--- config.mk ---
export PLATFORM = sky130hd
export DESIGN_NAME = particle_motion_step_top
export DESIGN_NICKNAME = d
export VERILOG_FILES = /design/src/hw/rtl/pms_pkg.sv /design/src/hw/rtl/particle_motion_step_top.sv
export SDC_FILE = /design/constraint.sdc
export NUM_CORES = 2
export LEC_CHECK = 0
export BUFFER_PORTS_ARGS = -buffer_cell sky130_fd_sc_hd__buf_2
export CAP_MARGIN = 5
export CORE_ASPECT_RATIO = 0.6
export CORE_UTILIZATION = 60
export CTS_CLUSTER_DIAMETER = 60
export DETAILED_ROUTE_END_ITERATION = 16
export PLACE_DENSITY = 0.85
export SLEW_MARGIN = 20
export SYNTH_ARGS = -nofsm -noshare
export SYNTH_HDL_FRONTEND = slang
export SYNTH_SLANG_ARGS = --single-unit
export TNS_END_PERCENT = 20
--- constraint.sdc ---
create_clock -name aclk -period 15.95 [get_ports aclk]
set_clock_uncertainty 0.2 [all_clocks]
set_input_delay 2.3925 -clock aclk [delete_from_list [all_inputs] [get_ports aclk]]
set_output_delay 2.3925 -clock aclk [all_outputs]
set_load 0.05 [all_outputs]
--- src/hw/rtl/pms_pkg.sv ---
// ----------------------------------------------------------------------------
// pms_pkg
// Types, register indexes, microcode format and control store of the particle
// motion step block.
// ----------------------------------------------------------------------------
package pms_pkg;

    localparam int CFG_IDX_W  = 3;
    localparam int CFG_DATA_W = 32;

    typedef enum logic [CFG_IDX_W-1:0] {
        REG_GRAVITY_X   = 3'd0,
        REG_GRAVITY_Y   = 3'd1,
        REG_GRAVITY_Z   = 3'd2,
        REG_LIFE_SPAN   = 3'd3,
        REG_DRAG_FACTOR = 3'd4,
        REG_DRAG_RATE   = 3'd5
    } cfg_reg_t;

    localparam logic        OP_TICK           = 1'b0;
    localparam logic        OP_LAUNCH         = 1'b1;
    localparam logic [23:0] LIFE_SPAN_RESET   = 24'd6553600;
    localparam logic [16:0] DRAG_FACTOR_RESET = 17'd65536;
    localparam logic [7:0]  DRAG_RATE_RESET   = 8'd30;
    localparam logic [23:0] AGE_MAX           = 24'hFFFFFF;
    localparam logic [1:0]  AXIS_LAST         = 2'd2;

    typedef struct packed {
        logic               opcode;
        logic [15:0]        delta_time;
        logic signed [31:0] start_px;
        logic signed [31:0] start_py;
        logic signed [31:0] start_pz;
        logic signed [31:0] start_vx;
        logic signed [31:0] start_vy;
        logic signed [31:0] start_vz;
    } in_item_t;

    typedef struct packed {
        logic signed [31:0] pos_x;
        logic signed [31:0] pos_y;
        logic signed [31:0] pos_z;
        logic signed [31:0] vel_x;
        logic signed [31:0] vel_y;
        logic signed [31:0] vel_z;
        logic               alive;
        logic [23:0]        age;
    } out_item_t;

    // multiplier operand selects
    typedef enum logic [1:0] {MA_GRAV, MA_VEL, MA_AGE} mul_a_t;
    typedef enum logic [1:0] {MB_DT, MB_DRAG, MB_RATE} mul_b_t;

    // state write-back selects
    typedef enum logic [2:0] {
        WR_NONE, WR_VEL_ADD, WR_POS_ADD, WR_VEL_MUL, WR_AGE, WR_TARGET, WR_DRAG_INC
    } wr_sel_t;

    // sequencer jump conditions
    typedef enum logic [2:0] {
        JC_NEXT, JC_ALWAYS, JC_AXIS_MORE, JC_DRAG_DONE, JC_START, JC_EMIT
    } jump_t;

    typedef logic [3:0] upc_t;

    localparam upc_t UPC_START     = 4'd0;
    localparam upc_t UPC_MUL_G     = 4'd1;
    localparam upc_t UPC_DRAG_TEST = 4'd8;
    localparam upc_t UPC_DRAG_MUL  = 4'd9;
    localparam upc_t UPC_EMIT      = 4'd12;

    typedef struct packed {
        mul_a_t  mul_a;
        mul_b_t  mul_b;
        logic    mul_en;
        wr_sel_t wr;
        logic    axis_inc;
        jump_t   jump;
        upc_t    target;
    } ucode_t;

    // Control store. Fields: mul_a, mul_b, mul_en, wr, axis_inc, jump, target
    function automatic ucode_t ucode_rom(input upc_t pc);
        ucode_t uw;
        unique case (pc)
            // wait for a transfer; launch or dead tick go straight to output
            4'd0:    uw = '{MA_GRAV, MB_DT,   1'b0, WR_NONE,     1'b0, JC_START,  UPC_EMIT};
            4'd1:    uw = '{MA_GRAV, MB_DT,   1'b1, WR_NONE,     1'b0, JC_NEXT,   UPC_START};
            4'd2:    uw = '{MA_GRAV, MB_DT,   1'b0, WR_VEL_ADD,  1'b0, JC_NEXT,   UPC_START};
            4'd3:    uw = '{MA_VEL,  MB_DT,   1'b1, WR_NONE,     1'b0, JC_NEXT,   UPC_START};
            4'd4:    uw = '{MA_VEL,  MB_DT,   1'b0, WR_POS_ADD,  1'b1, JC_AXIS_MORE, UPC_MUL_G};
            4'd5:    uw = '{MA_GRAV, MB_DT,   1'b0, WR_AGE,      1'b0, JC_NEXT,   UPC_START};
            4'd6:    uw = '{MA_AGE,  MB_RATE, 1'b1, WR_NONE,     1'b0, JC_NEXT,   UPC_START};
            4'd7:    uw = '{MA_AGE,  MB_RATE, 1'b0, WR_TARGET,   1'b0, JC_NEXT,   UPC_START};
            4'd8:    uw = '{MA_GRAV, MB_DT,   1'b0, WR_NONE,     1'b0, JC_DRAG_DONE, UPC_EMIT};
            4'd9:    uw = '{MA_VEL,  MB_DRAG, 1'b1, WR_NONE,     1'b0, JC_NEXT,   UPC_START};
            4'd10:   uw = '{MA_VEL,  MB_DRAG, 1'b0, WR_VEL_MUL,  1'b1, JC_AXIS_MORE, UPC_DRAG_MUL};
            4'd11:   uw = '{MA_GRAV, MB_DT,   1'b0, WR_DRAG_INC, 1'b0, JC_ALWAYS, UPC_DRAG_TEST};
            4'd12:   uw = '{MA_GRAV, MB_DT,   1'b0, WR_NONE,     1'b0, JC_EMIT,   UPC_START};
            default: uw = '{MA_GRAV, MB_DT,   1'b0, WR_NONE,     1'b0, JC_ALWAYS, UPC_START};
        endcase
        return uw;
    endfunction

    function automatic logic signed [31:0] sat32(input logic signed [34:0] v);
        logic signed [31:0] r;
        if (v > 35'sd2147483647) begin
            r = 32'sh7FFFFFFF;
        end else if (v < -35'sd2147483648) begin
            r = 32'sh80000000;
        end else begin
            r = v[31:0];
        end
        return r;
    endfunction

endpackage

--- src/hw/rtl/particle_motion_step_top.sv ---
// ----------------------------------------------------------------------------
// particle_motion_step_top
// Fixed-point semi-implicit Euler step of one 3-D particle, run by a small
// microcoded sequencer around one shared 32x17 multiplier.
// ----------------------------------------------------------------------------
// Usage:
//   s_valid/s_ready/s_data carry items in; each item gives exactly one result
//   on m_valid/m_ready/m_data. Configuration is written through cfg_wr_en,
//   cfg_index and cfg_wdata, one register per cycle. The user writes it only
//   while the block is idle; the block itself does not enforce this.
// Steps: a launch, or a tick on a dead particle, goes straight to output;
//   a tick on a live particle updates velocity then position per axis, then
//   age and drag target, then applies drag until the count reaches it.
//   Every product goes through the single multiplier, one axis at a time,
//   with its result registered before the add and saturate step.
//   A new item is taken as soon as the sequencer is back at its wait step,
//   even while the previous result is still held on m_data.
// Stall: if the previous result has not been taken, the sequencer holds at
//   its output step until m_ready, so nothing is dropped.
// Reset (aresetn low, synchronous): state cleared, particle alive, registers
//   back to their defaults, no result pending.
// ----------------------------------------------------------------------------
module particle_motion_step_top
    import pms_pkg::*;
(
    input  logic                  aclk,
    input  logic                  aresetn,

    input  logic                  s_valid,
    output logic                  s_ready,
    input  in_item_t              s_data,

    output logic                  m_valid,
    input  logic                  m_ready,
    output out_item_t             m_data,

    input  logic                  cfg_wr_en,
    input  logic [CFG_IDX_W-1:0]  cfg_index,
    input  logic [CFG_DATA_W-1:0] cfg_wdata
);

    // configuration
    logic signed [31:0] grav_reg [3];
    logic [23:0]        life_span_reg;
    logic [16:0]        drag_factor_reg;
    logic [7:0]         drag_rate_reg;

    // particle state
    logic signed [31:0] pos_reg [3];
    logic signed [31:0] pos_next [3];
    logic signed [31:0] vel_reg [3];
    logic signed [31:0] vel_next [3];
    logic [23:0]        age_reg, age_next;
    logic [15:0]        drag_count_reg, drag_count_next;
    logic               live_reg, live_next;

    // sequencer and datapath
    upc_t               upc_reg, upc_next;
    logic [1:0]         axis_reg, axis_next;
    logic [15:0]        dt_reg, dt_next;
    logic [15:0]        target_reg, target_next;
    logic signed [48:0] prod_reg, prod_next;
    logic               m_valid_reg, m_valid_next;
    out_item_t          m_data_reg, m_data_next;

    ucode_t             uw;
    logic               s_accept;
    logic               emit_go;
    logic signed [31:0] mul_a;
    logic [16:0]        mul_b;
    logic signed [49:0] prod_full;
    logic signed [32:0] prod_floor;
    logic [24:0]        age_sum;
    logic [23:0]        age_sat;
    logic [32:0]        tgt_sum;

    assign uw       = ucode_rom(upc_reg);
    assign s_ready  = (uw.jump == JC_START);
    assign s_accept = s_valid && s_ready;
    assign emit_go  = !m_valid_reg || m_ready;
    assign m_valid  = m_valid_reg;
    assign m_data   = m_data_reg;

    // shared multiplier
    always_comb begin
        unique case (uw.mul_a)
            MA_GRAV: mul_a = grav_reg[axis_reg];
            MA_VEL:  mul_a = vel_reg[axis_reg];
            MA_AGE:  mul_a = $signed({8'd0, age_reg});
            default: mul_a = '0;
        endcase
        unique case (uw.mul_b)
            MB_DT:   mul_b = {1'b0, dt_reg};
            MB_DRAG: mul_b = drag_factor_reg;
            MB_RATE: mul_b = {9'd0, drag_rate_reg};
            default: mul_b = '0;
        endcase
    end

    assign prod_full  = mul_a * $signed({1'b0, mul_b});
    assign prod_floor = prod_reg[48:16];   // arithmetic shift is floor
    assign age_sum    = {1'b0, age_reg} + {9'd0, dt_reg};
    assign age_sat    = age_sum[24] ? AGE_MAX : age_sum[23:0];
    assign tgt_sum    = {1'b0, prod_reg[31:0]} + 33'd65535;

    always_comb begin
        pos_next        = pos_reg;
        vel_next        = vel_reg;
        age_next        = age_reg;
        drag_count_next = drag_count_reg;
        live_next       = live_reg;
        axis_next       = axis_reg;
        dt_next         = dt_reg;
        target_next     = target_reg;
        prod_next       = prod_reg;
        m_data_next     = m_data_reg;
        m_valid_next    = m_valid_reg && !m_ready;
        upc_next        = upc_reg;

        if (uw.mul_en) begin
            prod_next = prod_full[48:0];
        end

        if (s_accept) begin
            dt_next = s_data.delta_time;
            if (s_data.opcode == OP_LAUNCH) begin
                pos_next[0]     = s_data.start_px;
                pos_next[1]     = s_data.start_py;
                pos_next[2]     = s_data.start_pz;
                vel_next[0]     = s_data.start_vx;
                vel_next[1]     = s_data.start_vy;
                vel_next[2]     = s_data.start_vz;
                age_next        = '0;
                drag_count_next = '0;
                live_next       = 1'b1;
            end
        end

        unique case (uw.wr)
            WR_NONE: ;
            WR_VEL_ADD: vel_next[axis_reg] = sat32({{3{vel_reg[axis_reg][31]}},
                                                   vel_reg[axis_reg]}
                                                  + {{2{prod_floor[32]}}, prod_floor});
            WR_POS_ADD: pos_next[axis_reg] = sat32({{3{pos_reg[axis_reg][31]}},
                                                   pos_reg[axis_reg]}
                                                  + {{2{prod_floor[32]}}, prod_floor});
            WR_VEL_MUL: vel_next[axis_reg] = sat32({{2{prod_floor[32]}}, prod_floor});
            WR_AGE: begin
                age_next  = age_sat;
                live_next = (age_sat < life_span_reg);
            end
            WR_TARGET:   target_next     = tgt_sum[31:16];
            WR_DRAG_INC: drag_count_next = drag_count_reg + 16'd1;
            default: ;
        endcase

        if (uw.axis_inc) begin
            axis_next = (axis_reg == AXIS_LAST) ? 2'd0 : axis_reg + 2'd1;
        end

        unique case (uw.jump)
            JC_NEXT:      upc_next = upc_reg + 4'd1;
            JC_ALWAYS:    upc_next = uw.target;
            JC_AXIS_MORE: upc_next = (axis_reg != AXIS_LAST) ? uw.target : upc_reg + 4'd1;
            JC_DRAG_DONE: upc_next = (drag_count_reg >= target_reg) ? uw.target
                                                                     : upc_reg + 4'd1;
            JC_START: begin
                if (s_accept) begin
                    upc_next = (s_data.opcode == OP_LAUNCH || !live_reg) ? uw.target
                                                                          : upc_reg + 4'd1;
                end
            end
            JC_EMIT: begin
                if (emit_go) begin
                    upc_next     = uw.target;
                    m_valid_next = 1'b1;
                    m_data_next  = '{pos_x: pos_reg[0], pos_y: pos_reg[1], pos_z: pos_reg[2],
                                     vel_x: vel_reg[0], vel_y: vel_reg[1], vel_z: vel_reg[2],
                                     alive: live_reg, age: age_reg};
                end
            end
            default: upc_next = UPC_START;
        endcase
    end

    always_ff @(posedge aclk) begin
        if (!aresetn) begin
            upc_reg         <= UPC_START;
            axis_reg        <= '0;
            m_valid_reg     <= 1'b0;
            for (int i = 0; i < 3; i++) begin
                pos_reg[i]  <= '0;
                vel_reg[i]  <= '0;
                grav_reg[i] <= '0;
            end
            age_reg         <= '0;
            drag_count_reg  <= '0;
            live_reg        <= 1'b1;
            life_span_reg   <= LIFE_SPAN_RESET;
            drag_factor_reg <= DRAG_FACTOR_RESET;
            drag_rate_reg   <= DRAG_RATE_RESET;
        end else begin
            upc_reg        <= upc_next;
            axis_reg       <= axis_next;
            m_valid_reg    <= m_valid_next;
            pos_reg        <= pos_next;
            vel_reg        <= vel_next;
            age_reg        <= age_next;
            drag_count_reg <= drag_count_next;
            live_reg       <= live_next;
            if (cfg_wr_en) begin
                unique case (cfg_reg_t'(cfg_index))
                    REG_GRAVITY_X:   grav_reg[0]     <= $signed(cfg_wdata);
                    REG_GRAVITY_Y:   grav_reg[1]     <= $signed(cfg_wdata);
                    REG_GRAVITY_Z:   grav_reg[2]     <= $signed(cfg_wdata);
                    REG_LIFE_SPAN:   life_span_reg   <= cfg_wdata[23:0];
                    REG_DRAG_FACTOR: drag_factor_reg <= cfg_wdata[16:0];
                    REG_DRAG_RATE:   drag_rate_reg   <= cfg_wdata[7:0];
                    default: ;
                endcase
            end
        end
    end

    // payload registers, no reset
    always_ff @(posedge aclk) begin
        dt_reg     <= dt_next;
        target_reg <= target_next;
        prod_reg   <= prod_next;
        m_data_reg <= m_data_next;
    end

endmodule

* Yosys cells after proc, flatten, opt, wreduce, memory -nomap -nowiden
Memories as Yosys holds them, arrays and structs flattened. A register that Yosys moved wholly into a read port is not among the register bits.
Index checks and enable logic that the tools add are counted.
** Storage, ports and cells
- Output and inout port bits :: 219
- Register bits :: 587
- Bits in read-only memories :: 240
- Latch bits :: 0
- Memories :: 2
- RAM bits :: 96
** Operators by class
- Add/subtract/negate cells :: 7
- Multipliers :: 1
- Magnitude comparators :: 10
- Muxes and demuxes :: 67
- Divide/modulo/power cells :: 0
- Bitwise gates (word level) :: 4
- Eq/ne operators :: 24
- Reduce and logical (&&, ||, !) cells :: 23
- Shift operators :: 0
** Memories
- (name not given) :: words 16, width 15, rd ports 1, clocked after Yosys merged registers in 1, wr ports 0, RTL line pms_pkg.sv:85 : unique case (pc)
- grav_reg :: words 3, width 32, rd ports 1, clocked after Yosys merged registers in 1, wr ports 3, RTL line particle_motion_step_top.sv:43 : logic signed [31:0] grav_reg [3];
** Operators by type and width (number)
- 2-to-1 mux 32 bit :: 17
- 2-to-1 mux 96 bit :: 5
- bitwise mux 96 bit :: 3
- case mux 96 bit (2 select lines) :: 1
- binary-select mux 32 bit (select 2 bit) :: 2
- 2-to-1 mux 24 bit :: 4
- case mux 32 bit (3 select lines) :: 1
- adder 32 x 33 -> 34 bit :: 2
- > comparator 34 x 32 -> 1 bit (second input constant) :: 2
- < comparator 34 x 32 -> 1 bit (second input constant) :: 2
- demux 32 bit (select 2 bit) :: 1
- case mux 17 bit (3 select lines) :: 1
- multiplier 32 x 18 -> 49 bit :: 1
- 2-to-1 mux 16 bit :: 3
- > comparator 33 x 32 -> 1 bit (second input constant) :: 1
- < comparator 33 x 32 -> 1 bit (second input constant) :: 1
- adder 32 x 16 -> 32 bit (second input constant) :: 1
- 2-to-1 mux 4 bit :: 7
- adder 24 x 16 -> 25 bit :: 1
- < comparator 24 bit :: 1
- case mux 4 bit (6 select lines) :: 1
- == test 3 bit (second input constant) :: 7
- == test 3 x 2 -> 1 bit (second input constant) :: 6
- 2-to-1 mux 1 bit :: 18
- 21 further kinds :: 47

* Longest topological paths before layout
- Word-level depth :: 11
- Depth in mapped cells :: 34

* Worst setup path after synthesis
Ideal clock, no wire load.
- Path type :: input to register
- From :: input port m_ready
- To :: register m_data_reg (netlist bit m_data[0]) (enable)
- Setup slack :: 3498 ps
- Setup time :: 797 ps
- Buffers on the path :: 0
- Required time :: 14953 ps
- Stages :: 2
- Arrival :: 11455 ps
- Cells stage by stage :: nor2b_1 nor2_1
** On the way
- Cells in the longest elaborated chain, start to end :: 2
** Ends and longest elaborated chain
- start, declared :: RTL line particle_motion_step_top.sv:34 : input logic m_ready,
- logical OR 1 bit :: RTL line particle_motion_step_top.sv:80 : assign emit_go = !m_valid_reg || m_ready;
- AND reduction 2 bit (no line)
- end signal, assigned :: RTL line particle_motion_step_top.sv:230 : m_data_reg <= m_data_next;
- end, declared :: RTL line particle_motion_step_top.sv:64 : out_item_t m_data_reg, m_data_next;
No other way between the ends.
A chain may end at the register's enable or synchronous reset.

* Worst setup path in the final report
- From :: register axis_reg[1]
- To :: register prod_reg[42] (data pin)
** On the way
- Cells in the longest elaborated chain, start to end :: 6
** Ends and longest elaborated chain
- start, declared :: RTL line particle_motion_step_top.sv:59 : logic [1:0] axis_reg, axis_next;
- start signal, assigned :: RTL line particle_motion_step_top.sv:204 : axis_reg <= axis_next;
- inverter 2 -> 3 bit (not written as such) :: RTL line particle_motion_step_top.sv:88 : MA_VEL: mul_a = vel_reg[axis_reg];
- binary-select mux 32 bit (select 2 bit) :: RTL line particle_motion_step_top.sv:88
- 2-to-1 mux 32 bit (not written as such) (2 in series) :: RTL line particle_motion_step_top.sv:88
- case mux 32 bit (3 select lines) :: RTL line particle_motion_step_top.sv:86 : unique case (uw.mul_a)
- multiplier 32 x 18 -> 49 bit :: RTL line particle_motion_step_top.sv:100 : assign prod_full = mul_a * $signed({1'b0, mul_b});
- named net prod_full[42] :: RTL line particle_motion_step_top.sv:71 : logic signed [49:0] prod_full;
- end signal, assigned :: RTL line particle_motion_step_top.sv:229 : prod_reg <= prod_next;
- end, declared :: RTL line particle_motion_step_top.sv:62 : logic signed [48:0] prod_reg, prod_next;
The timed path passes the listed nets, and every way through them passes these cells. The select of a mux whose other input is x is not followed.

==> reports/qor.yml <==
status:
  status: "completed"
clocking:
  cts_tree: "yes"
  hold_buffers: 0
  clkSinkCount: 698
  cts_buffer_depth: 3
  numCtsBuffers: 68
  cts.clk_slew.worst_paths_ps: 70
  postCtsSetupBuffers: 0
  htreeDepth: 3
  worstSkewPairLatency_ps: 670
  cts_resized: 0
  cts-root-buf: "clkbuf_16"
routing:
  vias_per_cell: 6.43
  drc: 0
  vias: 44500
  wl_per_cell_um: 24.8
  drtAntennaViolNets: 0
  first_pass_iters: 7
  drt-initial-drc-count: 5965
  routed_wl_um: 172000
grt:
  grt_pass1_vias: 43000
  grt_pass1_wl_um: 259000
  grt_max_degree: 155
  grt_antenna_before_repair: 11
  track_usage: 0.382
  grt_overflow_total: 0
worst_setup_path:
  reg2reg_from: "axis_reg[1]"
  cp-end-kind: "flip-flop"
  cp_data_required_time_ps: 16150
  worstSetupStartpointType: "flip-flop"
  rr_endpoint: "prod_reg[42]"
  cp_common_cell: "fa_1"
  worst-path-buf-inv: 4
  r2r_slack_ps: 6090
  slowest_stage: "o21ai_1"
  path_class: "reg -> reg"
  critPathMaxStageDelay_ps: 850
  cp-endpoint: "prod_reg[42]"
  cp_top_family: "adder cells"
  startpoint: "axis_reg[1]"
  worst-path-max-fanout: 43
  worst-endpoint-arrival_ps: 10060
  r2r_cells: 25
  cp.depth: 25
floorplanning:
  start_util: 0.606
  rows: 84
  dieArea_mm2: 0.0898
  die_width_um: 386
  core-area_mm2: 0.0877
  ios: 468
  die_h_um: 232
finish:
  ff_latch_area_mm2: 0.0179
  largest_reg_flops: 217
  multi_input_area_mm2: 0.0316
  nNetsFinal: 6706
  drive_gt1_frac: 0.146
  syn2layout_area_growth_pct: 10.7
  fin_cells: 6924
  postLayoutCoreUtil: 0.671
  fillers: 6490
sta:
  setup_violations: 0
  layout_min_cycle_time_ps: 9860
  tightest_slew_ps: 1240
  period_share: 0.618
  finalHoldViolations: 0
  setup_tns_ps: 0
  rsz0062_at_grt: "no"
  max-slew-margin-rel: 0.163
  finalMaxSlewViolations: 0
  achievable-frequency_mhz: 101
yosys:
  synthArstFlopShare: 0
  synth_seq_cells: 698
  yosys_warnings: 0
  syn_area_mm2: 0.0531
  avgSynthCellArea_um2: 9.91
  ys_seq_area_frac: 0.337
  syn_nets: 6372
  synth_top_area_share: 0.223
  synthTopCellsByArea: "edfxtp_1 (22%), fa_1 (20%), dfxtp_1 (11%), ha_1 (5.7%), mux2i_1 (5.4%)"
  syn_inst: 5361
  synth_flop_cell: "edfxtp_1"
  ys_top_cells_by_count: "inv_1 (697), nand2_1 (592), fa_1 (519)"
  synth_edf_count: 394
  yosysMostFrequentCell: "inv_1"
  synthDistinctLibCells: 95
  yosysTopAreaCell: "edfxtp_1"
flow_run:
  max_cap_violations: 0
placed_design:
  post-place-cells: 6786
  gp_congestion: 1.08
  portBuffers: 467
  dp_hpwl_um: 129000
worst_hold_path:
  hold_class: "reg -> reg"
cell usage in the layout (no fill, tap or decap), types with 243 or more instances in the layout:
cell type  count
o21ai_0      253
fa_1         519
inv_1        696
nand2_1      589
edfxtp_1     394
dfxtp_1      297
mux2i_1      287
a21oi_1      243
nor2_1       489
buf_2        466
ha_1         243
area by class of cell:
type	count	share of cell area
timing repair buffer	537	0.0491
inverter	697	0.0445
tap	1161	0.0247
clock inverter	39	0.00738
sequential	698	0.305
multi-input combinational	3693	0.537
clock buffer	86	0.0322
antenna	13	0.000553
logic make-up after synthesis:
family / share of synthesized area
AO/OA/AOI/OAI: 0.137
XOR/XNOR: 0.0217
adder cells (fa/ha/maj): 0.253
buffers and inverters: 0.0717
flip-flops: 0.337
multiplexers: 0.0549
AND/OR/NAND/NOR: 0.125
worst min path at each step:
| stage | endpoint | depth (start not counted) | from |
|---|---|---|---|
| 6_report | m_data[102] | 0 | vel_reg[77] |
| 5_1_grt | m_data[102] | 0 | vel_reg[77] |
| 4_1_cts | m_data[102] | 0 | vel_reg[77] |
| 3_5_place_dp | m_data[78] | 0 | vel_reg[53] |
| 3_3_place_gp | m_data[167] | 0 | pos_reg[46] |
| 2_1_floorplan | m_data[18] | 0 | age_reg[18] |
routing by layer:
metal	wire length (um)	vias to the layer above	GRT usage
met5	196	-	0.0120
li1	-	18800	-
met2	70300	3590	0.528
met1	64700	21500	0.526
met3	28700	608	0.160
met4	7810	10	0.152
per-stage QoR:
stage / hold slack, ps / worst slack [ps] / area (um^2)
6_report: 254 / 6090 / 58800
5_1_grt: 257 / 5850 / 58800
4_1_cts: 242 / 6330 / 58800
3_5_place_dp: 239 / 6400 / 56400
3_3_place_gp: 233 / 6570 / 56400
2_1_floorplan: 206 / 3500 / 53100
worst reg2reg max path: cells and delay by family, from the launching register on:
| family | cells | cell delay (ps) |
|---|---|---|
| xor gates and xnor gates | 1 | 180 |
| DFF | 1 | 740 |
| buffers and inverters | 4 | 990 |
| AOI/OAI and AO/OA | 10 | 3370 |
| and+or+nand+nor | 2 | 420 |
| muxes | 1 | 200 |
| adders and majority gates | 7 | 3480 |
Power is not shown: default switching activity piles up to over one toggle a cycle in this logic, so the estimate is an artifact.
